===== config.mk =====
export PLATFORM = sky130hd
export DESIGN_NAME = linear_ramp_generator_top
export DESIGN_NICKNAME = d
export VERILOG_FILES = /design/src/rtl/lrg_pkg.sv /design/src/rtl/linear_ramp_generator_top.sv /design/src/rtl/lrg_div.sv
export SDC_FILE = /design/constraint.sdc
export NUM_CORES = 2
export LEC_CHECK = 0
export BUFFER_PORTS_ARGS = -buffer_cell sky130_fd_sc_hd__buf_4
export CAP_MARGIN = 20
export CORE_AREA = 2 2 263 460
export DETAILED_ROUTE_END_ITERATION = 12
export DIE_AREA = 0 0 265 462
export PLACE_DENSITY_LB_ADDON = 0.05
export SLEW_MARGIN = 20
export SYNTH_ARGS = -nofsm -noshare
export SYNTH_HDL_FRONTEND = slang
export SYNTH_HIERARCHICAL = 1
export SYNTH_SLANG_ARGS = --single-unit

===== constraint.sdc =====
create_clock -name clk -period 7 [get_ports clk]
set_input_delay 0.35 -clock clk [delete_from_list [all_inputs] [get_ports clk]]
set_output_delay 0.35 -clock clk [all_outputs]
set_load 0.005 [all_outputs]

===== src/rtl/lrg_pkg.sv =====
// ----------------------------------------------------------------------------
// lrg_pkg: shared types and constants of the linear ramp generator
// Fixed field widths, request kinds, register indexes and the status bundle
// of the iterative divider.
// ----------------------------------------------------------------------------
package lrg_pkg;

	// Fixed widths of the request and result fields.
	localparam int KIND_W   = 2;
	localparam int VALUE_W  = 32;
	localparam int LENGTH_W = 24;
	localparam int VSIZE_W  = 13;

	// Request kinds.
	localparam logic [KIND_W-1:0] KIND_TICK  = 2'd0;
	localparam logic [KIND_W-1:0] KIND_START = 2'd1;
	localparam logic [KIND_W-1:0] KIND_STOP  = 2'd2;
	localparam logic [KIND_W-1:0] KIND_SET   = 2'd3;

	// Configuration register indexes.
	localparam logic REG_RAMP_MODE   = 1'b0;
	localparam logic REG_VECTOR_SIZE = 1'b1;

	// Status of the iterative divider as seen by the sequencer.
	typedef struct packed {
		logic busy;
		logic done;
	} div_stat_t;

endpackage


===== src/rtl/linear_ramp_generator_top.sv =====
// ----------------------------------------------------------------------------
// linear_ramp_generator_top: linear ramp generator
// Q16.16 ramp with a wide fractional accumulator, step computed by an
// iterative divider, one result per request.
// ----------------------------------------------------------------------------
//  channel  direction  handshake            payload
//  req      in         req_valid/req_stall  kind, target, length
//  res      out        res_valid/res_stall  value, ramping
//  cfg      in         cfg_we               cfg_index, cfg_data
//
//  A ramp-moving tick passes accept with multiply, add and clamp, and result
//  load; other ticks, stop, set and zero-length start go from accept to result
//  load. A start with nonzero length passes accept, prepare, divide and result
//  load; the divider gives one quotient bit per cycle. A result waits in the
//  output register while res_stall is high, and the next request is taken
//  meanwhile. Reset clears the ramp state and loads the register defaults.
// ----------------------------------------------------------------------------
module linear_ramp_generator_top #(
	parameter int LENGTH_BITS = 24,
	parameter int FRAC_BITS   = 32
) (
	input  logic                                clk,
	input  logic                                arst_n,
	input  logic                                req_valid,
	output logic                                req_stall,
	input  logic [lrg_pkg::KIND_W-1:0]          kind,
	input  logic signed [lrg_pkg::VALUE_W-1:0]  target,
	input  logic [lrg_pkg::LENGTH_W-1:0]        length,
	output logic                                res_valid,
	input  logic                                res_stall,
	output logic signed [lrg_pkg::VALUE_W-1:0]  value,
	output logic                                ramping,
	input  logic                                cfg_we,
	input  logic                                cfg_index,
	input  logic [lrg_pkg::VSIZE_W-1:0]         cfg_data
);

	localparam int ACC_W   = 16 + FRAC_BITS;
	localparam int DIFF_W  = ACC_W + 1;
	localparam int PROD_W  = ACC_W + lrg_pkg::VSIZE_W + 1;
	localparam int NXT_W   = PROD_W + 1;
	localparam int SHIFT   = FRAC_BITS - 16;
	localparam int LEN_USE = (LENGTH_BITS < lrg_pkg::LENGTH_W) ? LENGTH_BITS : lrg_pkg::LENGTH_W;

	localparam logic [2:0] ST_IDLE = 3'd0;
	localparam logic [2:0] ST_PREP = 3'd1;
	localparam logic [2:0] ST_DIV  = 3'd2;
	localparam logic [2:0] ST_ADD  = 3'd3;
	localparam logic [2:0] ST_OUT  = 3'd4;

	logic [2:0]                 state_q;
	logic                       mode_q;
	logic [lrg_pkg::VSIZE_W-1:0] vsize_q;
	logic signed [ACC_W-1:0]    acc_q;
	logic signed [ACC_W-1:0]    step_q;
	logic signed [lrg_pkg::VALUE_W-1:0] goal_q;
	logic                       falling_q;
	logic signed [PROD_W-1:0]   prod_q;
	logic signed [DIFF_W-1:0]   diff_q;
	logic [LEN_USE-1:0]         length_q;
	logic                       res_valid_q;
	logic signed [lrg_pkg::VALUE_W-1:0] res_value_q;
	logic                       res_ramping_q;

	logic                       accept;
	logic signed [ACC_W-1:0]    target_acc;
	logic signed [ACC_W-1:0]    goal_acc;
	logic [lrg_pkg::VSIZE_W-1:0] mult;
	logic signed [NXT_W-1:0]    nxt;
	logic signed [NXT_W-1:0]    goal_ext;
	logic                       reached;
	logic [DIFF_W-1:0]          diff_mag;
	logic [DIFF_W-1:0]          quo;
	logic signed [ACC_W-1:0]    new_step;
	logic                       res_free;
	lrg_pkg::div_stat_t         div_stat;

	assign accept     = req_valid && !req_stall;
	assign req_stall  = state_q != ST_IDLE;
	assign target_acc = ACC_W'(target) <<< SHIFT;
	assign goal_acc   = ACC_W'(goal_q) <<< SHIFT;
	assign mult       = mode_q ? vsize_q : lrg_pkg::VSIZE_W'(1);
	assign nxt        = NXT_W'(acc_q) + NXT_W'(prod_q);
	assign goal_ext   = NXT_W'(goal_acc);
	assign reached    = falling_q ? (nxt <= goal_ext) : (nxt >= goal_ext);
	assign diff_mag   = diff_q[DIFF_W-1] ? (~diff_q + DIFF_W'(1)) : diff_q;
	assign res_free   = !res_valid_q || !res_stall;

	// Saturate the quotient to the accumulator range, then apply the sign.
	always_comb begin
		if (quo[ACC_W] || quo[ACC_W-1]) begin
			new_step = diff_q[DIFF_W-1] ? {1'b1, {(ACC_W-1){1'b0}}} : {1'b0, {(ACC_W-1){1'b1}}};
		end else if (diff_q[DIFF_W-1]) begin
			new_step = -signed'(quo[ACC_W-1:0]);
		end else begin
			new_step = signed'(quo[ACC_W-1:0]);
		end
	end

	lrg_div #(
		.DIVIDEND_W(DIFF_W),
		.DIVISOR_W (LEN_USE)
	) u_div (
		.clk     (clk),
		.arst_n  (arst_n),
		.start   (state_q == ST_PREP),
		.dividend(diff_mag),
		.divisor (length_q),
		.quotient(quo),
		.stat    (div_stat)
	);

	always_ff @(posedge clk or negedge arst_n) begin
		if (!arst_n) begin
			mode_q  <= 1'b1;
			vsize_q <= lrg_pkg::VSIZE_W'(64);
		end else if (cfg_we) begin
			unique case (cfg_index)
				lrg_pkg::REG_RAMP_MODE:   mode_q  <= cfg_data[0];
				lrg_pkg::REG_VECTOR_SIZE: vsize_q <= cfg_data;
				default: ;
			endcase
		end
	end

	always_ff @(posedge clk or negedge arst_n) begin
		if (!arst_n) begin
			state_q     <= ST_IDLE;
			acc_q       <= '0;
			step_q      <= '0;
			goal_q      <= '0;
			falling_q   <= 1'b0;
			res_valid_q <= 1'b0;
		end else begin
			// In the result-load state the valid flag is written below instead.
			if (res_valid_q && !res_stall && state_q != ST_OUT) begin
				res_valid_q <= 1'b0;
			end
			unique case (state_q)
				ST_IDLE: begin
					if (accept) begin
						unique case (kind)
							lrg_pkg::KIND_TICK: begin
								state_q <= (step_q != '0) ? ST_ADD : ST_OUT;
							end
							lrg_pkg::KIND_START: begin
								goal_q <= target;
								if (length[LEN_USE-1:0] == '0) begin
									step_q    <= '0;
									acc_q     <= target_acc;
									falling_q <= 1'b0;
									state_q   <= ST_OUT;
								end else begin
									state_q <= ST_PREP;
								end
							end
							lrg_pkg::KIND_STOP: begin
								step_q  <= '0;
								state_q <= ST_OUT;
							end
							lrg_pkg::KIND_SET: begin
								acc_q   <= target_acc;
								state_q <= ST_OUT;
							end
							default: ;
						endcase
					end
				end
				ST_PREP: begin
					state_q <= ST_DIV;
				end
				ST_DIV: begin
					if (div_stat.done) begin
						step_q    <= new_step;
						falling_q <= new_step[ACC_W-1];
						state_q   <= ST_OUT;
					end
				end
				ST_ADD: begin
					// The clamp lands exactly on the goal and ends the ramp.
					if (reached) begin
						step_q <= '0;
						acc_q  <= goal_acc;
					end else begin
						acc_q <= nxt[ACC_W-1:0];
					end
					state_q <= ST_OUT;
				end
				ST_OUT: begin
					if (res_free) begin
						res_valid_q <= 1'b1;
						state_q     <= ST_IDLE;
					end
				end
				default: begin
					state_q <= ST_IDLE;
				end
			endcase
		end
	end

	// Datapath registers; the product is formed in the accept cycle of a tick.
	always_ff @(posedge clk) begin
		if (accept) begin
			prod_q   <= PROD_W'(step_q * signed'({1'b0, mult}));
			diff_q   <= DIFF_W'(target_acc) - DIFF_W'(acc_q);
			length_q <= length[LEN_USE-1:0];
		end
		if (state_q == ST_OUT && res_free) begin
			res_value_q   <= acc_q[ACC_W-1:SHIFT];
			res_ramping_q <= step_q != '0;
		end
	end

	assign res_valid = res_valid_q;
	assign value     = res_value_q;
	assign ramping   = res_ramping_q;

`ifndef SYNTHESIS
	// A result appears only out of the result-load state.
	a_res_from_out: assert property (@(posedge clk) disable iff (!arst_n)
		$rose(res_valid_q) |-> $past(state_q) == ST_OUT)
		else $error("result raised outside the result-load state");

	// The divider reports completion only while the sequencer waits for it.
	a_div_done_in_div: assert property (@(posedge clk) disable iff (!arst_n)
		div_stat.done |-> state_q == ST_DIV)
		else $error("divider finished outside the divide state");

	// The add-and-clamp step always follows an accepted tick.
	a_add_after_tick: assert property (@(posedge clk) disable iff (!arst_n)
		state_q == ST_ADD |-> $past(state_q) == ST_IDLE && $past(step_q) != '0)
		else $error("add step entered without a moving tick");
`endif

endmodule


===== src/rtl/lrg_div.sv =====
// ----------------------------------------------------------------------------
// lrg_div: iterative unsigned restoring divider
// One quotient bit per cycle through a single subtract and compare.
// ----------------------------------------------------------------------------
module lrg_div #(
	parameter int DIVIDEND_W = 49,
	parameter int DIVISOR_W  = 24
) (
	input  logic                  clk,
	input  logic                  arst_n,
	input  logic                  start,
	input  logic [DIVIDEND_W-1:0] dividend,
	input  logic [DIVISOR_W-1:0]  divisor,
	output logic [DIVIDEND_W-1:0] quotient,
	output lrg_pkg::div_stat_t    stat
);

	localparam int CNT_W = $clog2(DIVIDEND_W + 1);

	logic [CNT_W-1:0]      cnt_q;
	logic                  done_q;
	logic [DIVIDEND_W-1:0] quo_q;
	logic [DIVISOR_W-1:0]  rem_q;
	logic [DIVISOR_W-1:0]  div_q;

	logic [DIVISOR_W:0] trial;
	logic [DIVISOR_W:0] trial_sub;
	logic               fits;

	// The dividend shifts out of quo_q from the top while quotient bits enter below.
	assign trial     = {rem_q, quo_q[DIVIDEND_W-1]};
	assign trial_sub = trial - {1'b0, div_q};
	assign fits      = trial >= {1'b0, div_q};

	always_ff @(posedge clk or negedge arst_n) begin
		if (!arst_n) begin
			cnt_q  <= '0;
			done_q <= 1'b0;
		end else begin
			done_q <= 1'b0;
			if (start) begin
				cnt_q <= CNT_W'(DIVIDEND_W);
			end else if (cnt_q != '0) begin
				cnt_q <= cnt_q - CNT_W'(1);
				if (cnt_q == CNT_W'(1)) begin
					done_q <= 1'b1;
				end
			end
		end
	end

	always_ff @(posedge clk) begin
		if (start) begin
			quo_q <= dividend;
			rem_q <= '0;
			div_q <= divisor;
		end else if (cnt_q != '0) begin
			quo_q <= {quo_q[DIVIDEND_W-2:0], fits};
			rem_q <= fits ? trial_sub[DIVISOR_W-1:0] : trial[DIVISOR_W-1:0];
		end
	end

	assign quotient  = quo_q;
	assign stat.busy = cnt_q != '0;
	assign stat.done = done_q;

endmodule

Word level (Yosys, flattened, before mapping)
Cells that the tools add are included.
- word-level logic and storage cells: 115
- register bits after elaboration: 419
- input bits: 77
- output and inout port bits: 35
- add/sub/neg operators: 6
- equality and inequality tests: 18
- muxes and demuxes: 40
- reductions and logical operators: 27
- multipliers: 1
- magnitude comparators: 3
- bitwise gates (word level): 2
- operator list (kind ; count):
    48-bit two-way mux ; 10
    48-bit one-hot mux with 2 select lines ; 3
    49-bit two-way mux ; 3
    48-bit one-hot mux with 3 select lines ; 1
    48-bit by 62-bit adder with 63-bit output ; 1
    63-bit by 48-bit >= comparator with 1-bit output ; 1
    63-bit by 48-bit <= comparator with 1-bit output ; 1
    48-bit by 14-bit multiplier with 62-bit output ; 1
    49-bit by 2-bit adder with 49-bit output, second input constant ; 1
    49-bit NOT ; 1
    48-bit by 48-bit subtractor with 49-bit output ; 1
    48-bit negation ; 1
    48-bit nonzero test ; 1
    25-bit by 24-bit >= comparator with 1-bit output ; 1
    24-bit zero test ; 1
    24-bit two-way mux ; 1
    24-bit subtractor ; 1
    3-bit two-way mux ; 5
    3-bit one-hot mux with 5 select lines ; 1
    13-bit two-way mux ; 1
    6-bit two-way mux ; 2
    1-bit two-way mux ; 11
    3-bit one-hot mux with 3 select lines ; 1
    2-bit != test, second input constant ; 4
    other kinds (26) ; 42

Depth between registers and ports, before layout
- depth in word-level cells: 6
- depth in mapped cells: 28
- depth with buffers taken out: 24

Hierarchy
Netlist, hierarchy kept.
- by module, submodules not included (module ; cells each ; area an instance (um^2) ; seq. area each (um^2) ; instances):
    linear_ramp_generator_top ; 4504 ; 41522.3 ; 8725.9 ; 1
    lrg_div ; 502 ; 5597.9 ; 2847.7 ; 1

Worst setup path before layout
OpenSTA, ideal clock, no wires.
- path type: register to register
- start point: reg mode_q
- end point: reg prod_q[55] (data pin)
- path slack: -0.433 ns
- setup time: 0.259 ns
- arrival: 7.174 ns
- cell stages (with the launch flop): 27
- cells stage by stage: dfstp_2 clkbuf_1 and2_1 clkbuf_1 clkbuf_1 nand2_1 fa_1 fa_1 inv_1 fa_1 fa_1 fa_1 inv_1 fa_1 inv_1 ha_1 clkbuf_1 and4_1 and3_1 a221oi_1 nand2_1 nor3_1 o21ai_0 a311oi_1 nor2_1 a31oi_1 xnor2_1
- longest elaborated chain between the ends: 2
- ends and longest elaborated chain (what ; RTL line ; text):
    from (decl) ; linear_ramp_generator_top.sv:52 ; logic mode_q;
    from (signal assigned) ; linear_ramp_generator_top.sv:119 ; lrg_pkg::REG_RAMP_MODE: mode_q <= cfg_data[0];
    13-bit two-way mux ; linear_ramp_generator_top.sv:82 ; assign mult = mode_q ? vsize_q : lrg_pkg::VSIZE_W'(1);
    48-bit by 14-bit multiplier with 62-bit output ; linear_ramp_generator_top.sv:205 ; prod_q <= PROD_W'(step_q * signed'({1'b0, mult}));
    to (signal assigned) ; linear_ramp_generator_top.sv:205 ;
    to (decl) ; linear_ramp_generator_top.sv:58 ; logic signed [PROD_W-1:0] prod_q;
Every way passes these cells.
A chain may end at the register's enable or synchronous reset.

Worst setup path in the final report
- start point: reg mode_q
- end point: reg prod_q[58] (data pin)
The elaborated chain is that of the path after synthesis.

==> summary.md <==
| Metric | Value |
|---|---|
| Status | finished, violations left |
| Failing checks | negative setup slack |
| Post-synthesis instance total | 5006 |
| Max Cap Viol | 0 |
| Most common cell after layout, fill and taps aside | inv_1 |
| Worst min path class | in2reg |
| I/O pins | 112 |
| Critical R2R Launch | mode_q |
| Grt ovf | 0 |
| Hold-critical path depth | 2 |
| Post-DP Area | 0.0536 mm2 |
| Post-synth top area share | 23.6% |
| DRC errors left | 0 |
| Final setup margin | -0.103 ns |
| RSZ-0062 raised after global routing | yes |
| Via/cell ratio | 5.35 |
| Layout Skew | 0.0262 ns |
| 1st-iter DRT viols | 2227 |
| Critical Path End Type | flop |
| Clk slew on worst S/H paths | 0.06 ns |
| Final-layout fill cell count | 11400 |
| Post-Syn Nets | 5947 |
| CP Class | reg2reg |
| Hold_sp | target[23] |
| Fraction of layout cells with a size suffix above 1 | 21.7% |
| Routability Congestion | 0.920 |
| Yosys synthesis warning count | 6 |
| Post-synthesis sequential area ratio | 24.6% |
| Die ar. | 0.122 mm2 |
| FF-to-FF setup slack | -0.10 ns |
| Worst-skew pair later-pin latency | 0.64 ns |
| DP HPWL | 126000 um |
| Pwr Density | 575 mW/mm2 |
| Clk buf depth | 3 |
| TritonCTS Sinks | 419 |
| Slew Viols, Final | 0 |
| Final #Nets | 6524 |
| Post-Route WL | 158000 um |
| Post-synth EDFFs | 241 |
| Leak pwr | 28.3 nW |
| Final period util | 101% |
| TritonCTS clock tree | built |
| Root Buffer | clkbuf_16 |
| Total GRT Usage | 25.8% |
| Number of cell rows | 168 |
| Final instance area | 0.0582 mm2 |
| Worst-case hold path end point | goal_q[23] |
| Starting Density | 39.6% |
| Initial antenna violation count | 1 |
| Port buffer count | 111 |
| Post-Route Hold Slack | 0.0393 ns |
| Htree depth | 2 |
| Commonest non-fill, non-tap cells in the layout | inv_1, buf_4, fa_1 |
| Max rail drop VDD | 0.269 mV |
| Yosys top cell by area | fa_1 |
| Final ANT Viol Nets | 0 |
| Die Wd | 265 um |
| Reg2Reg Depth | 27 |
| Top_reg_cell synth | edfxtp_1 |
| Drt first pass iters | 5 |
| Area growth, synth to finish | 23.5% |
| Cell Area, Synth | 0.0471 mm2 |
| CP Launch Type | flop |
| Required @ worst endpoint | 7.38 ns |
| Final critical-path required period | 7.10 ns |
| Register bit count reported by yosys | 419 |
| Finish-stage setup viols | 6 |
| Worst slew margin | 22.1% |
| Synth Area per Inst | 9.41 um2 |
| First-pass GRT wire length | 243000 um |
| DP Worst Slack | -0.795 ns |
| Largest net degree at the start of global routing | 69 |
| Final hold violation count | 0 |
| Reg-to-reg endpoint | prod_q[58] |
| Routed wire per std cell | 22.0 um |
| Die height | 462 um |
| Least-Margin Pin Slew | 1.14 ns |
| Num CTS Buffers | 47 |
| Synth area leaders | fa_1, edfxtp_1, ha_1, dfrtp_1, inv_1 |
| CP arrival | 7.48 ns |
| Via count | 38300 |
| Ys async rst share | 36.8% |
| Peak fanout along the critical path | 7 |
| Via count of the first global-routing pass | 41600 |
| CORE AREA | 0.119 mm2 |
| Yosys cell types | 91 |
| Setup TNS | -0.281 ns |
| Fmax | 0.141 GHz |
==> worst max-delay path, cell delays in order (launching register included) <==
cell and delay [ns]:
dfstp_4 0.70, buf_12 0.14, and2_4 0.16, buf_12 0.14, buf_6 0.11, nand2_2 0.05
fa_1 0.49, fa_1 0.54, inv_2 0.04, fa_1 0.56, fa_2 0.45, fa_1 0.53
inv_2 0.04, fa_1 0.52, inv_2 0.05, ha_4 0.27, a21o_1 0.19, nand3_2 0.12
buf_6 0.14, a311oi_4 0.28, nor2_2 0.11, nor4bb_2 0.31, buf_4 0.23, o221ai_4 0.11
buf_4 0.15, o21ai_4 0.14, o221ai_2 0.12, xnor2_1 0.13
==> through the flow <==
stage | util [%] | total power, mW | std cells
floorplan | - | 19.6 | 5006
global placement | 45.1 | 28.9 | 6945
detailed placement | 45.1 | 29.0 | 6945
CTS | 48.3 | 33.1 | 7134
global route | 48.9 | 36.5 | 7153
finish | 48.9 | 33.4 | 7153
==> cell usage after synthesis (35+ instances only) <==
cell type	count
nand4_1	57
a211oi_1	47
a21o_1	149
mux2_2	97
nor2_1	193
o31ai_1	38
xor2_1	104
ha_1	308
and3_1	336
xnor2_1	167
a21oi_1	310
edfxtp_1	241
fa_1	556
clkbuf_1	253
nand3_1	54
nor4_1	35
o21ai_0	165
dfrtp_1	152
nor3_1	47
inv_1	697
nand2_1	506
==> power by group <==
| group | total [mW] | internal [mW] | switching, mW |
|---|---|---|---|
| Clock | 2.66 | 1.48 | 1.17 |
| Combinational | 25.3 | 11.4 | 13.9 |
| Sequential | 5.53 | 4.33 | 1.19 |
| Total | 33.4 | 17.2 | 16.2 |
==> layer usage <==
metal / wire (um) / share of wire, % / track usage (%)
met1: 62500 / 40 / 30.0
met4: 5640 / 3.6 / 8.48
met5: 0 / 0 / 0
met2: 85600 / 54 / 49.7
met3: 3930 / 2.5 / 1.89
==> state kept, by name, indices dropped and copies added (netlist names) <==
signal / count
u_div/quotient: 49
mode_q: 1
u_div/div_q: 24
prod_q: 62
u_div/rem_q: 24
length_q: 24
acc_q: 48
res_valid: 1
falling_q: 1
u_div/done_q: 1
value: 32
vsize_q: 13
diff_q: 49
state_q: 3
goal_q: 32
ramping: 1
step_q: 48
u_div/cnt_q: 6
==> layout make-up <==
cell class	instances	area, um2	share of cell area (%)
Tap cell	1530	1910	3.29
Sequential cell	419	11600	19.9
Multi-Input combinational cell	3618	33300	57.3
Clock buffer	61	1310	2.25
Timing Repair Buffer	799	7150	12.3
Antenna cell	1	2.50	0.00430
Clock inverter	27	300	0.516
Inverter	698	2620	4.51
==> worst max path at each step <==
stage          startpoint    endpoint  cells after the start
2_1_floorplan      mode_q  prod_q[58]                     25
3_3_place_gp       mode_q  prod_q[54]                     25
3_5_place_dp       mode_q  prod_q[54]                     26
4_1_cts            mode_q  prod_q[59]                     27
5_1_grt            mode_q  prod_q[54]                     27
6_report           mode_q  prod_q[58]                     27
==> repair_timing <==
action	CTS	global route
setup endpoints to repair	128	107
hold buffers	67	0
gates resized for setup	248	119
endpoints found under the hold margin	123	0
cloned	6	3
pin swaps	183	134
buffers inserted	29	17
==> kinds of logic (layout without fill, tap and decap cells) <==
kind of cell / count (synthesis) / count (layout) / synth area share, %
AND/OR/NAND/NOR: 1422 / 1422 / 15.2
flip-flops: 419 / 419 / 24.6
other: 0 / 1 / 0
AO/OA/AOI/OAI: 957 / 957 / 13.1
XOR/XNOR: 271 / 271 / 5.04
multiplexers: 104 / 104 / 2.47
buffers and inverters: 969 / 1585 / 7.80
adder cells (fa/ha/maj): 864 / 864 / 31.8
(Power assumes the default switching activity.)
